**src/vwbp_pkg.sv**
```systemverilog
// Shared constants, codes and types for the variable-width bitfield packer.
package vwbp_pkg;

    localparam int MASK_BYTES     = 64;
    localparam int BYTE_W         = 8;
    localparam int IDX_W          = $clog2(MASK_BYTES);
    localparam int STORE_BITS     = MASK_BYTES * BYTE_W;
    localparam int CUR_W          = $clog2(STORE_BITS + 1);
    localparam int SUM_W          = CUR_W + 1;
    localparam int FLAG_BITS      = 2;
    localparam int MAX_FIELD_BITS = 32;
    localparam int DATA_W         = 32;
    localparam int WIDTH_W        = 6;
    localparam int LEN_W          = 7;
    localparam int STAT_W         = 2;
    localparam int REQ_W          = 2;
    localparam int SPAN_W         = MAX_FIELD_BITS + BYTE_W;
    localparam int SPAN_BYTES     = SPAN_W / BYTE_W;
    localparam int STEP_W         = $clog2(SPAN_BYTES);

    typedef enum logic [REQ_W-1:0] {
        REQ_LOAD = 2'd0,
        REQ_PACK = 2'd1,
        REQ_READ = 2'd2
    } req_type_t;

    typedef enum logic [STAT_W-1:0] {
        STAT_OK       = 2'd0,
        STAT_FORMAT   = 2'd1,
        STAT_OVERFLOW = 2'd2
    } status_t;

    typedef enum logic [1:0] {
        S_IDLE,
        S_READ,
        S_MERGE
    } state_t;

endpackage

```
**src/vwbp_if.sv**
```systemverilog
// Request and result channel interfaces of the bitfield packer.
interface vwbp_req_if;
    logic                                valid;
    logic                                ready;
    logic [vwbp_pkg::REQ_W-1:0]          req_type;
    logic [vwbp_pkg::IDX_W-1:0]          byte_index;
    logic [vwbp_pkg::BYTE_W-1:0]         byte_value;
    logic [vwbp_pkg::DATA_W-1:0]         field_value;
    logic [vwbp_pkg::WIDTH_W-1:0]        field_width;
    logic                                keep_old;
    logic                                last_field;

    modport source (
        output valid, req_type, byte_index, byte_value, field_value, field_width,
               keep_old, last_field,
        input  ready
    );
    modport sink (
        input  valid, req_type, byte_index, byte_value, field_value, field_width,
               keep_old, last_field,
        output ready
    );
endinterface

interface vwbp_res_if;
    logic                                valid;
    logic                                ready;
    logic [vwbp_pkg::BYTE_W-1:0]         read_data;
    logic [vwbp_pkg::STAT_W-1:0]         status;
    logic [vwbp_pkg::LEN_W-1:0]          packed_length;
    logic                                done_res;

    modport source (
        output valid, read_data, status, packed_length, done_res,
        input  ready
    );
    modport sink (
        input  valid, read_data, status, packed_length, done_res,
        output ready
    );
endinterface

```
**src/vwbp_align.sv**
```systemverilog
// Aligns a field's value bits and write mask to its bit offset within the first byte.
module vwbp_align (
    input  logic [vwbp_pkg::DATA_W-1:0]  value,
    input  logic [vwbp_pkg::WIDTH_W-1:0] width,
    input  logic [2:0]                   offset,
    output logic [vwbp_pkg::SPAN_W-1:0]  data,
    output logic [vwbp_pkg::SPAN_W-1:0]  mask
);
    import vwbp_pkg::*;

    logic [DATA_W:0]   ones;
    logic [DATA_W-1:0] field_mask;

    // width is already clamped to 0..32; 2^width - 1 fits in DATA_W+1 bits
    assign ones       = ({{DATA_W{1'b0}}, 1'b1} << width) - {{DATA_W{1'b0}}, 1'b1};
    assign field_mask = ones[DATA_W-1:0];

    assign mask = {{(SPAN_W-DATA_W){1'b0}}, field_mask} << offset;
    assign data = {{(SPAN_W-DATA_W){1'b0}}, value & field_mask} << offset;

endmodule

```
**src/variable_width_bitfield_packer.sv**
```systemverilog
// Top level of the variable-width bitfield packer: byte store, cursor state and RMW sequencer.
//
// Packs LSB-first variable-width fields into a 64-byte store held in one
// synchronous byte memory (one read, one write per cycle, registered read
// data). Packing of each mask starts at bit 2; bits 0 and 1 are flag bits
// that field writes never touch. One request is handled at a time and gives
// exactly one result transaction. A load and a field that writes nothing
// (keep, zero width, aborted mask or overflow) set the result register on
// acceptance; a read passes through S_READ; a written field that spans n
// store bytes (n = 1..5) passes through S_MERGE, one read-modify-write of
// the byte memory per touched byte. A new request is taken once the sequencer
// is idle and the result register is free or being drained. The store has
// no reset and no clearing pass: bytes must be loaded before they are read
// or merged into. Status is 0 ok, 1 zero-width format error (the rest of
// the mask is then rejected), 2 store overflow; the last field of a mask
// returns the cursor to bit 2 and, if ok, reports the packed length in bytes.
module variable_width_bitfield_packer (
    input  logic       clk,
    input  logic       rst_n,
    vwbp_req_if.sink   req,
    vwbp_res_if.source res
);
    import vwbp_pkg::*;

    // byte store
    logic [BYTE_W-1:0] store_mem [MASK_BYTES];
    logic              wr_en;
    logic [IDX_W-1:0]  wr_addr;
    logic [BYTE_W-1:0] wr_data;
    logic              rd_en;
    logic [IDX_W-1:0]  rd_addr;
    logic [BYTE_W-1:0] rd_data_reg;

    // sequencer and packing state
    state_t            state_reg, state_next;
    logic [CUR_W-1:0]  cursor_reg, cursor_next;
    logic [CUR_W-1:0]  wend_reg, wend_next;
    logic              abort_reg, abort_next;
    logic [IDX_W-1:0]  addr_reg, addr_next;
    logic [IDX_W-1:0]  end_reg, end_next;
    logic [STEP_W-1:0] step_reg, step_next;
    logic [SPAN_W-1:0] algn_data_reg, algn_data_next;
    logic [SPAN_W-1:0] algn_mask_reg, algn_mask_next;

    // result register
    logic              res_valid_reg, res_valid_next;
    logic [BYTE_W-1:0] rdata_reg, rdata_next;
    logic [STAT_W-1:0] status_reg, status_next;
    logic [LEN_W-1:0]  plen_reg, plen_next;
    logic              done_reg, done_next;

    // request decode
    logic               accept;
    logic [WIDTH_W-1:0] width_clamped;
    logic [SUM_W-1:0]   field_end;
    logic [SUM_W-1:0]   field_last_bit;
    logic               overflow;
    logic [CUR_W-1:0]   wend_after;
    logic [SUM_W-1:0]   wend_round;
    logic [LEN_W-1:0]   plen_calc;
    logic [SPAN_W-1:0]  algn_data;
    logic [SPAN_W-1:0]  algn_mask;
    logic [BYTE_W-1:0]  byte_data;
    logic [BYTE_W-1:0]  byte_mask;
    logic [BYTE_W-1:0]  merged;

    assign req.ready = (state_reg == S_IDLE) && (!res_valid_reg || res.ready);
    assign accept    = req.valid && req.ready;

    assign width_clamped = (req.field_width > WIDTH_W'(MAX_FIELD_BITS))
                         ? WIDTH_W'(MAX_FIELD_BITS) : req.field_width;
    assign field_end      = {1'b0, cursor_reg} + SUM_W'(width_clamped);
    assign field_last_bit = field_end - SUM_W'(1);
    assign overflow       = field_end > SUM_W'(STORE_BITS);

    // length after a successful field: written end moves only on a write
    assign wend_after = req.keep_old ? wend_reg : field_end[CUR_W-1:0];
    assign wend_round = {1'b0, wend_after} + SUM_W'(BYTE_W - 1);
    assign plen_calc  = (wend_round[SUM_W-1:3] == '0) ? LEN_W'(1)
                                                      : LEN_W'(wend_round[SUM_W-1:3]);

    vwbp_align u_align (
        .value  (req.field_value),
        .width  (width_clamped),
        .offset (cursor_reg[2:0]),
        .data   (algn_data),
        .mask   (algn_mask)
    );

    // byte of the aligned field that lands in the byte under merge
    assign byte_data = BYTE_W'(algn_data_reg >> {step_reg, 3'b000});
    assign byte_mask = BYTE_W'(algn_mask_reg >> {step_reg, 3'b000});
    assign merged    = (rd_data_reg & ~byte_mask) | (byte_data & byte_mask);

    always_comb
    begin
        state_next     = state_reg;
        cursor_next    = cursor_reg;
        wend_next      = wend_reg;
        abort_next     = abort_reg;
        addr_next      = addr_reg;
        end_next       = end_reg;
        step_next      = step_reg;
        algn_data_next = algn_data_reg;
        algn_mask_next = algn_mask_reg;
        rdata_next     = rdata_reg;
        status_next    = status_reg;
        plen_next      = plen_reg;
        done_next      = done_reg;
        res_valid_next = res_valid_reg && !res.ready;
        wr_en          = 1'b0;
        wr_addr        = addr_reg;
        wr_data        = merged;
        rd_en          = 1'b0;
        rd_addr        = addr_reg + IDX_W'(1);

        case (state_reg)
            S_IDLE:
            begin
                if (accept)
                begin
                    rdata_next  = '0;
                    status_next = STAT_OK;
                    plen_next   = '0;
                    done_next   = 1'b0;
                    case (req.req_type)
                        REQ_LOAD:
                        begin
                            wr_en          = 1'b1;
                            wr_addr        = req.byte_index;
                            wr_data        = req.byte_value;
                            res_valid_next = 1'b1;
                        end
                        REQ_READ:
                        begin
                            rd_en      = 1'b1;
                            rd_addr    = req.byte_index;
                            state_next = S_READ;
                        end
                        REQ_PACK:
                        begin
                            res_valid_next = 1'b1;
                            if (abort_reg)
                            begin
                                status_next = STAT_FORMAT;
                            end
                            else if (width_clamped == '0)
                            begin
                                status_next = STAT_FORMAT;
                                abort_next  = 1'b1;
                            end
                            else if (overflow)
                            begin
                                status_next = STAT_OVERFLOW;
                                cursor_next = CUR_W'(STORE_BITS);
                            end
                            else
                            begin
                                cursor_next = field_end[CUR_W-1:0];
                                if (!req.keep_old)
                                begin
                                    // start the byte-by-byte RMW; result waits for it
                                    wend_next      = field_end[CUR_W-1:0];
                                    rd_en          = 1'b1;
                                    rd_addr        = cursor_reg[IDX_W+2:3];
                                    addr_next      = cursor_reg[IDX_W+2:3];
                                    end_next       = field_last_bit[IDX_W+2:3];
                                    step_next      = '0;
                                    algn_data_next = algn_data;
                                    algn_mask_next = algn_mask;
                                    res_valid_next = 1'b0;
                                    state_next     = S_MERGE;
                                end
                            end
                            if (req.last_field)
                            begin
                                done_next = 1'b1;
                                if (!abort_reg && width_clamped != '0 && !overflow)
                                    plen_next = plen_calc;
                                cursor_next = CUR_W'(FLAG_BITS);
                                wend_next   = '0;
                                abort_next  = 1'b0;
                            end
                        end
                        default:
                        begin
                            res_valid_next = 1'b1;
                        end
                    endcase
                end
            end
            S_READ:
            begin
                rdata_next     = rd_data_reg;
                res_valid_next = 1'b1;
                state_next     = S_IDLE;
            end
            S_MERGE:
            begin
                wr_en = 1'b1;
                if (addr_reg == end_reg)
                begin
                    res_valid_next = 1'b1;
                    state_next     = S_IDLE;
                end
                else
                begin
                    // next byte read overlaps this write; addresses differ
                    rd_en     = 1'b1;
                    addr_next = addr_reg + IDX_W'(1);
                    step_next = step_reg + STEP_W'(1);
                end
            end
            default:
            begin
                state_next = S_IDLE;
            end
        endcase
    end

    always_ff @(posedge clk or negedge rst_n)
    begin
        if (!rst_n)
        begin
            state_reg     <= S_IDLE;
            cursor_reg    <= CUR_W'(FLAG_BITS);
            wend_reg      <= '0;
            abort_reg     <= 1'b0;
            res_valid_reg <= 1'b0;
        end
        else
        begin
            state_reg     <= state_next;
            cursor_reg    <= cursor_next;
            wend_reg      <= wend_next;
            abort_reg     <= abort_next;
            res_valid_reg <= res_valid_next;
        end
    end

    always_ff @(posedge clk)
    begin
        addr_reg      <= addr_next;
        end_reg       <= end_next;
        step_reg      <= step_next;
        algn_data_reg <= algn_data_next;
        algn_mask_reg <= algn_mask_next;
        rdata_reg     <= rdata_next;
        status_reg    <= status_next;
        plen_reg      <= plen_next;
        done_reg      <= done_next;
    end

    // store: one write and one registered read per cycle
    always_ff @(posedge clk)
    begin
        if (wr_en)
            store_mem[wr_addr] <= wr_data;
    end

    always_ff @(posedge clk)
    begin
        if (rd_en)
            rd_data_reg <= store_mem[rd_addr];
    end

    assign res.valid         = res_valid_reg;
    assign res.read_data     = rdata_reg;
    assign res.status        = status_reg;
    assign res.packed_length = plen_reg;
    assign res.done_res      = done_reg;

endmodule

```
**src/flat_wrapper.sv**
```systemverilog
// flat-port wrapper written by rule: the top's interface ports become plain ports
module variable_width_bitfield_packer_flat import vwbp_pkg::*;
  (clk, rst_n, req_valid, req_req_type, req_byte_index, req_byte_value, req_field_value, req_field_width, req_keep_old, req_last_field, req_ready, res_valid, res_read_data, res_status, res_packed_length, res_done_res, res_ready);
  vwbp_req_if req_i ();
  vwbp_res_if res_i ();
  input  logic clk;
  input  logic rst_n;
  input wire logic [$bits(req_i.valid)-1:0] req_valid;
  input wire logic [$bits(req_i.req_type)-1:0] req_req_type;
  input wire logic [$bits(req_i.byte_index)-1:0] req_byte_index;
  input wire logic [$bits(req_i.byte_value)-1:0] req_byte_value;
  input wire logic [$bits(req_i.field_value)-1:0] req_field_value;
  input wire logic [$bits(req_i.field_width)-1:0] req_field_width;
  input wire logic [$bits(req_i.keep_old)-1:0] req_keep_old;
  input wire logic [$bits(req_i.last_field)-1:0] req_last_field;
  output wire logic [$bits(req_i.ready)-1:0] req_ready;
  output wire logic [$bits(res_i.valid)-1:0] res_valid;
  output wire logic [$bits(res_i.read_data)-1:0] res_read_data;
  output wire logic [$bits(res_i.status)-1:0] res_status;
  output wire logic [$bits(res_i.packed_length)-1:0] res_packed_length;
  output wire logic [$bits(res_i.done_res)-1:0] res_done_res;
  input wire logic [$bits(res_i.ready)-1:0] res_ready;
  assign req_i.valid = req_valid;
  assign req_i.req_type = req_req_type;
  assign req_i.byte_index = req_byte_index;
  assign req_i.byte_value = req_byte_value;
  assign req_i.field_value = req_field_value;
  assign req_i.field_width = req_field_width;
  assign req_i.keep_old = req_keep_old;
  assign req_i.last_field = req_last_field;
  assign req_ready = req_i.ready;
  assign res_valid = res_i.valid;
  assign res_read_data = res_i.read_data;
  assign res_status = res_i.status;
  assign res_packed_length = res_i.packed_length;
  assign res_done_res = res_i.done_res;
  assign res_i.ready = res_ready;
  variable_width_bitfield_packer u_core (.clk(clk), .rst_n(rst_n), .req(req_i), .res(res_i));
endmodule
```
**config.mk**
```make
export PLATFORM = sky130hd
export DESIGN_NAME = variable_width_bitfield_packer_flat
export DESIGN_NICKNAME = d
export VERILOG_FILES = /design/src/vwbp_pkg.sv /design/src/vwbp_if.sv /design/src/vwbp_align.sv /design/src/variable_width_bitfield_packer.sv /design/src/flat_wrapper.sv
export SDC_FILE = /design/constraint.sdc
export NUM_CORES = 1
export LEC_CHECK = 0
export BUFFER_PORTS_ARGS = -buffer_cell sky130_fd_sc_hd__buf_2
export CORE_MARGIN = 1
export CORE_UTILIZATION = 46
export CTS_BUF_LIST = sky130_fd_sc_hd__clkbuf_8 sky130_fd_sc_hd__clkbuf_16
export DETAILED_ROUTE_END_ITERATION = 16
export GPL_ROUTABILITY_DRIVEN = 0
export PLACE_DENSITY_LB_ADDON = 0.1
export SYNTH_ARGS = -nofsm -noshare
export SYNTH_HDL_FRONTEND = slang
export SYNTH_SLANG_ARGS = --single-unit
```
**constraint.sdc**
```tcl
create_clock -name clk -period 9.9 [get_ports clk]
set_input_delay 1.485 -clock clk [delete_from_list [all_inputs] [get_ports clk]]
set_output_delay 1.485 -clock clk [all_outputs]
set_load 0.1 [all_outputs]
```
==> flow_metrics.py <==
metrics = {
    "outcome": {
        "status": "complete, no violations",
    },
    "yosys": {
        "postSynthCellCount": 2368,
        "yosysSeqAreaShare_pct": 64.87,
        "yosysMostFrequentCell": "edfxtp_1",
        "synthFlopType": "edfxtp_1",
        "synth_area_per_cell_um2": 12.73,
        "synthArstFlopShare_pct": 3.664,
        "synth_top_area_share_pct": 62.88,
        "synth.area.top_cells": "edfxtp_1, mux2i_1, nand2_1, nand3_1, nor2_1",
        "syn-num-nets": 2441,
        "yosys_warnings": 0,
        "synth_seq_cells": 655,
        "syn_area_um2": 30140,
        "netlist_top_cells_count": "edfxtp_1, nand2_1, mux2i_1, nor2_1, nand3_1",
        "synth_area_leader_cell": "edfxtp_1",
        "synth_edf_count": 631,
        "ys_types": 75,
    },
    "sta": {
        "holdWs_ns": 0.4668,
        "worst_pin_slew_ns": 1.206,
        "skew_ns": 0.03208,
        "finalSetupViolCount": 0,
        "relSlewSlack_pct": 19.31,
        "fmax_ghz": 0.1389,
        "hold_viol_final": 0,
        "rsz0062_at_grt": "no",
        "period_needed_ns": 7.201,
        "slew_violations": 0,
        "fin_crit_sh_pct": 72.73,
        "final.setup.tns_ns": 0,
    },
    "route": {
        "drt-initial-drc-count": 2279,
        "ant_nets": 0,
        "num_vias": 19960,
        "drc": 0,
        "vias_per_cell": 6.025,
        "totalWireLength_mm": 83.50,
        "wl_per_cell_um": 25.21,
        "firstDrtPassIters": 6,
    },
    "clock_tree": {
        "postCtsSetupBuffers": 0,
        "hold_buffers": 0,
        "cts_tree": "yes",
        "clk_pin_slew_ns": 0.06,
        "clk-insertion-delay-late_ns": 0.62,
        "htreeDepth": 3,
        "clockBufferDepth": 3,
        "cts_made_buffers": 72,
        "clkSinkCount": 655,
        "root_buffer": "clkbuf_16",
        "post_cts_resized": 0,
    },
    "job": {
        "max_cap_violations": 0,
    },
    "critical_path": {
        "crit_required_ns": 10.25,
        "worstSetupPathType": "input pin to flip-flop",
        "crit_path_end_kind": "flip-flop",
        "crit_buf_inv": 2,
        "slowest_delay_ns": 0.78,
        "cp_common_cell": "mux2i_1",
        "crit_chain": "buf_2 -> nor2_1 -> ha_1 -> fa_1 -> a21o_1 -> a221oi_2 -> mux2i_1 -> or2b_2 -> o21ai_2 -> a211o_4 -> buf_12 -> mux2i_1 -> o22ai_1 -> o21ai_0 -> nand4_1 -> or3_1",
        "startpoint_type": "input pin",
        "cp_max_fo": 97,
        "cp_data_arrival_time_ns": 7.55,
        "cp_slowest_cell": "a211o_4",
        "path_delay_family": "compound AO/OA/AOI/OAI gates",
    },
    "die": {
        "fp.dieW_um": 258.0,
        "dieArea_um2": 66540,
        "die-height_um": 258.0,
        "num_rows": 93,
        "boundaryPins": 80,
        "initial_core_util_pct": 46.66,
        "core_um2": 64580,
    },
    "power": {
        "peakVddDrop_uv": 172.6,
        "p_per_area_nw_per_um2": 270.6,
        "p_leak_nw": 11.91,
    },
    "place": {
        "place_hpwl_mm": 54.30,
        "port_buffers": 79,
    },
    "grt": {
        "grt_first_pass_wirelength_mm": 124.7,
        "grt_max_degree": 98,
        "grtUsageTotal_pct": 25.11,
        "grt-ovfl-total": 0,
        "first_global_vias": 19100,
        "antenna_found_initial": 1,
    },
    "finish": {
        "fin_util_pct": 51.82,
        "largest_register_ffs": 512,
        "layout-drive-gt1-share_pct": 10.75,
        "layout.nets": 2477,
        "area_growth_pct": 11.05,
    },
    "hold_path": {
        "hp-class": "flip-flop to flip-flop",
    },
}
## kinds of logic after synthesis
group,Yosys count,share of synthesized area [%]
AOI/OAI and AO/OA,402,8.457
xor gates and xnor gates,27,0.7847
adders and majority gates,13,0.5647
buffers and inverters,168,2.620
DFF,655,64.87
muxes,302,10.77
and+or+nand+nor,801,11.93
## metrics by stage
step | power (mW) | cells | instance area [um2] | setup WS (ns)
finish | 9.055 | 3312 | 33470 | 2.699
global route | 9.426 | 3311 | 33460 | 2.430
CTS | 9.086 | 3310 | 33450 | 2.813
detailed placement | 6.535 | 3185 | 31220 | 2.168
global placement | 6.502 | 3185 | 31220 | 2.270
floorplan | 5.640 | 2368 | 30140 | 3.217
## worst paths after layout
path	from	cells past startpoint	endpoint	slack [ns]
worst min register to register	u_core.wend_reg[9]	2	u_core.wend_reg[9]	0.47
worst max register to register	u_core.cursor_reg[1]	13	u_core.rd_data_reg[2]	3.23
max in group asynchronous	rst_n	1	u_core.cursor_reg[0]	8.60
min in group asynchronous	rst_n	1	u_core.cursor_reg[2]	0.87
worst min-delay path	u_core.wend_reg[9]	2	u_core.wend_reg[9]	0.47
worst max-delay path	req_field_width[5]	16	u_core.rd_data_reg[2]	2.70
## power by group
part / internal [mW] / leakage, nW / switching, mW
clock network: 1.48 / 1.15 / 1.08
registers: 3.46 / 6.04 / 0.151
logic: 0.872 / 4.72 / 2.01
## per-layer routing
layer  wire (um)  GRT usage (%)
met1       37940          37.50
met2       37700          37.79
met3        5791          4.172
met4        2067          7.166
met5           0              0
## area by class of cell
class                      count  area (um2)
inverter                      23       86.33
clock inverter                49       327.8
tap                          855        1070
multi-input combinational   1545        9886
antenna                        2       5.005
fill                        5527       31110
sequential                   655       19560
timing repair buffer         107       630.6
clock buffer                  76        1902
## worst register-to-register path, cell delays in order (launching register included)
cell and delay (ns):
dfstp_4 1.14, ha_1 0.37, a21o_1 0.20, nor3b_1 0.15
nor3_1 0.69, nand3_1 0.27, o21ai_2 0.61, a211o_4 0.78
buf_12 0.52, mux2i_1 0.41, o22ai_1 0.09, o21ai_0 0.42
nand4_1 0.33, or3_1 0.43
## placed cells by master, fill, tap and decap left out, types with 21 or more instances in the layout
cell type	netlist	layout
nor2_1	184	182
buf_2	25	79
and2_1	23	22
o21ai_0	115	114
inv_1	20	36
buf_4	4	26
nand3_1	159	157
dfrtp_1	23	21
a31oi_1	27	27
o22ai_1	69	69
nand2_1	312	305
edfxtp_1	631	631
mux2i_1	278	278
a21oi_1	65	65
clkbuf_16	0	76
(Power assumes the default switching activity.)
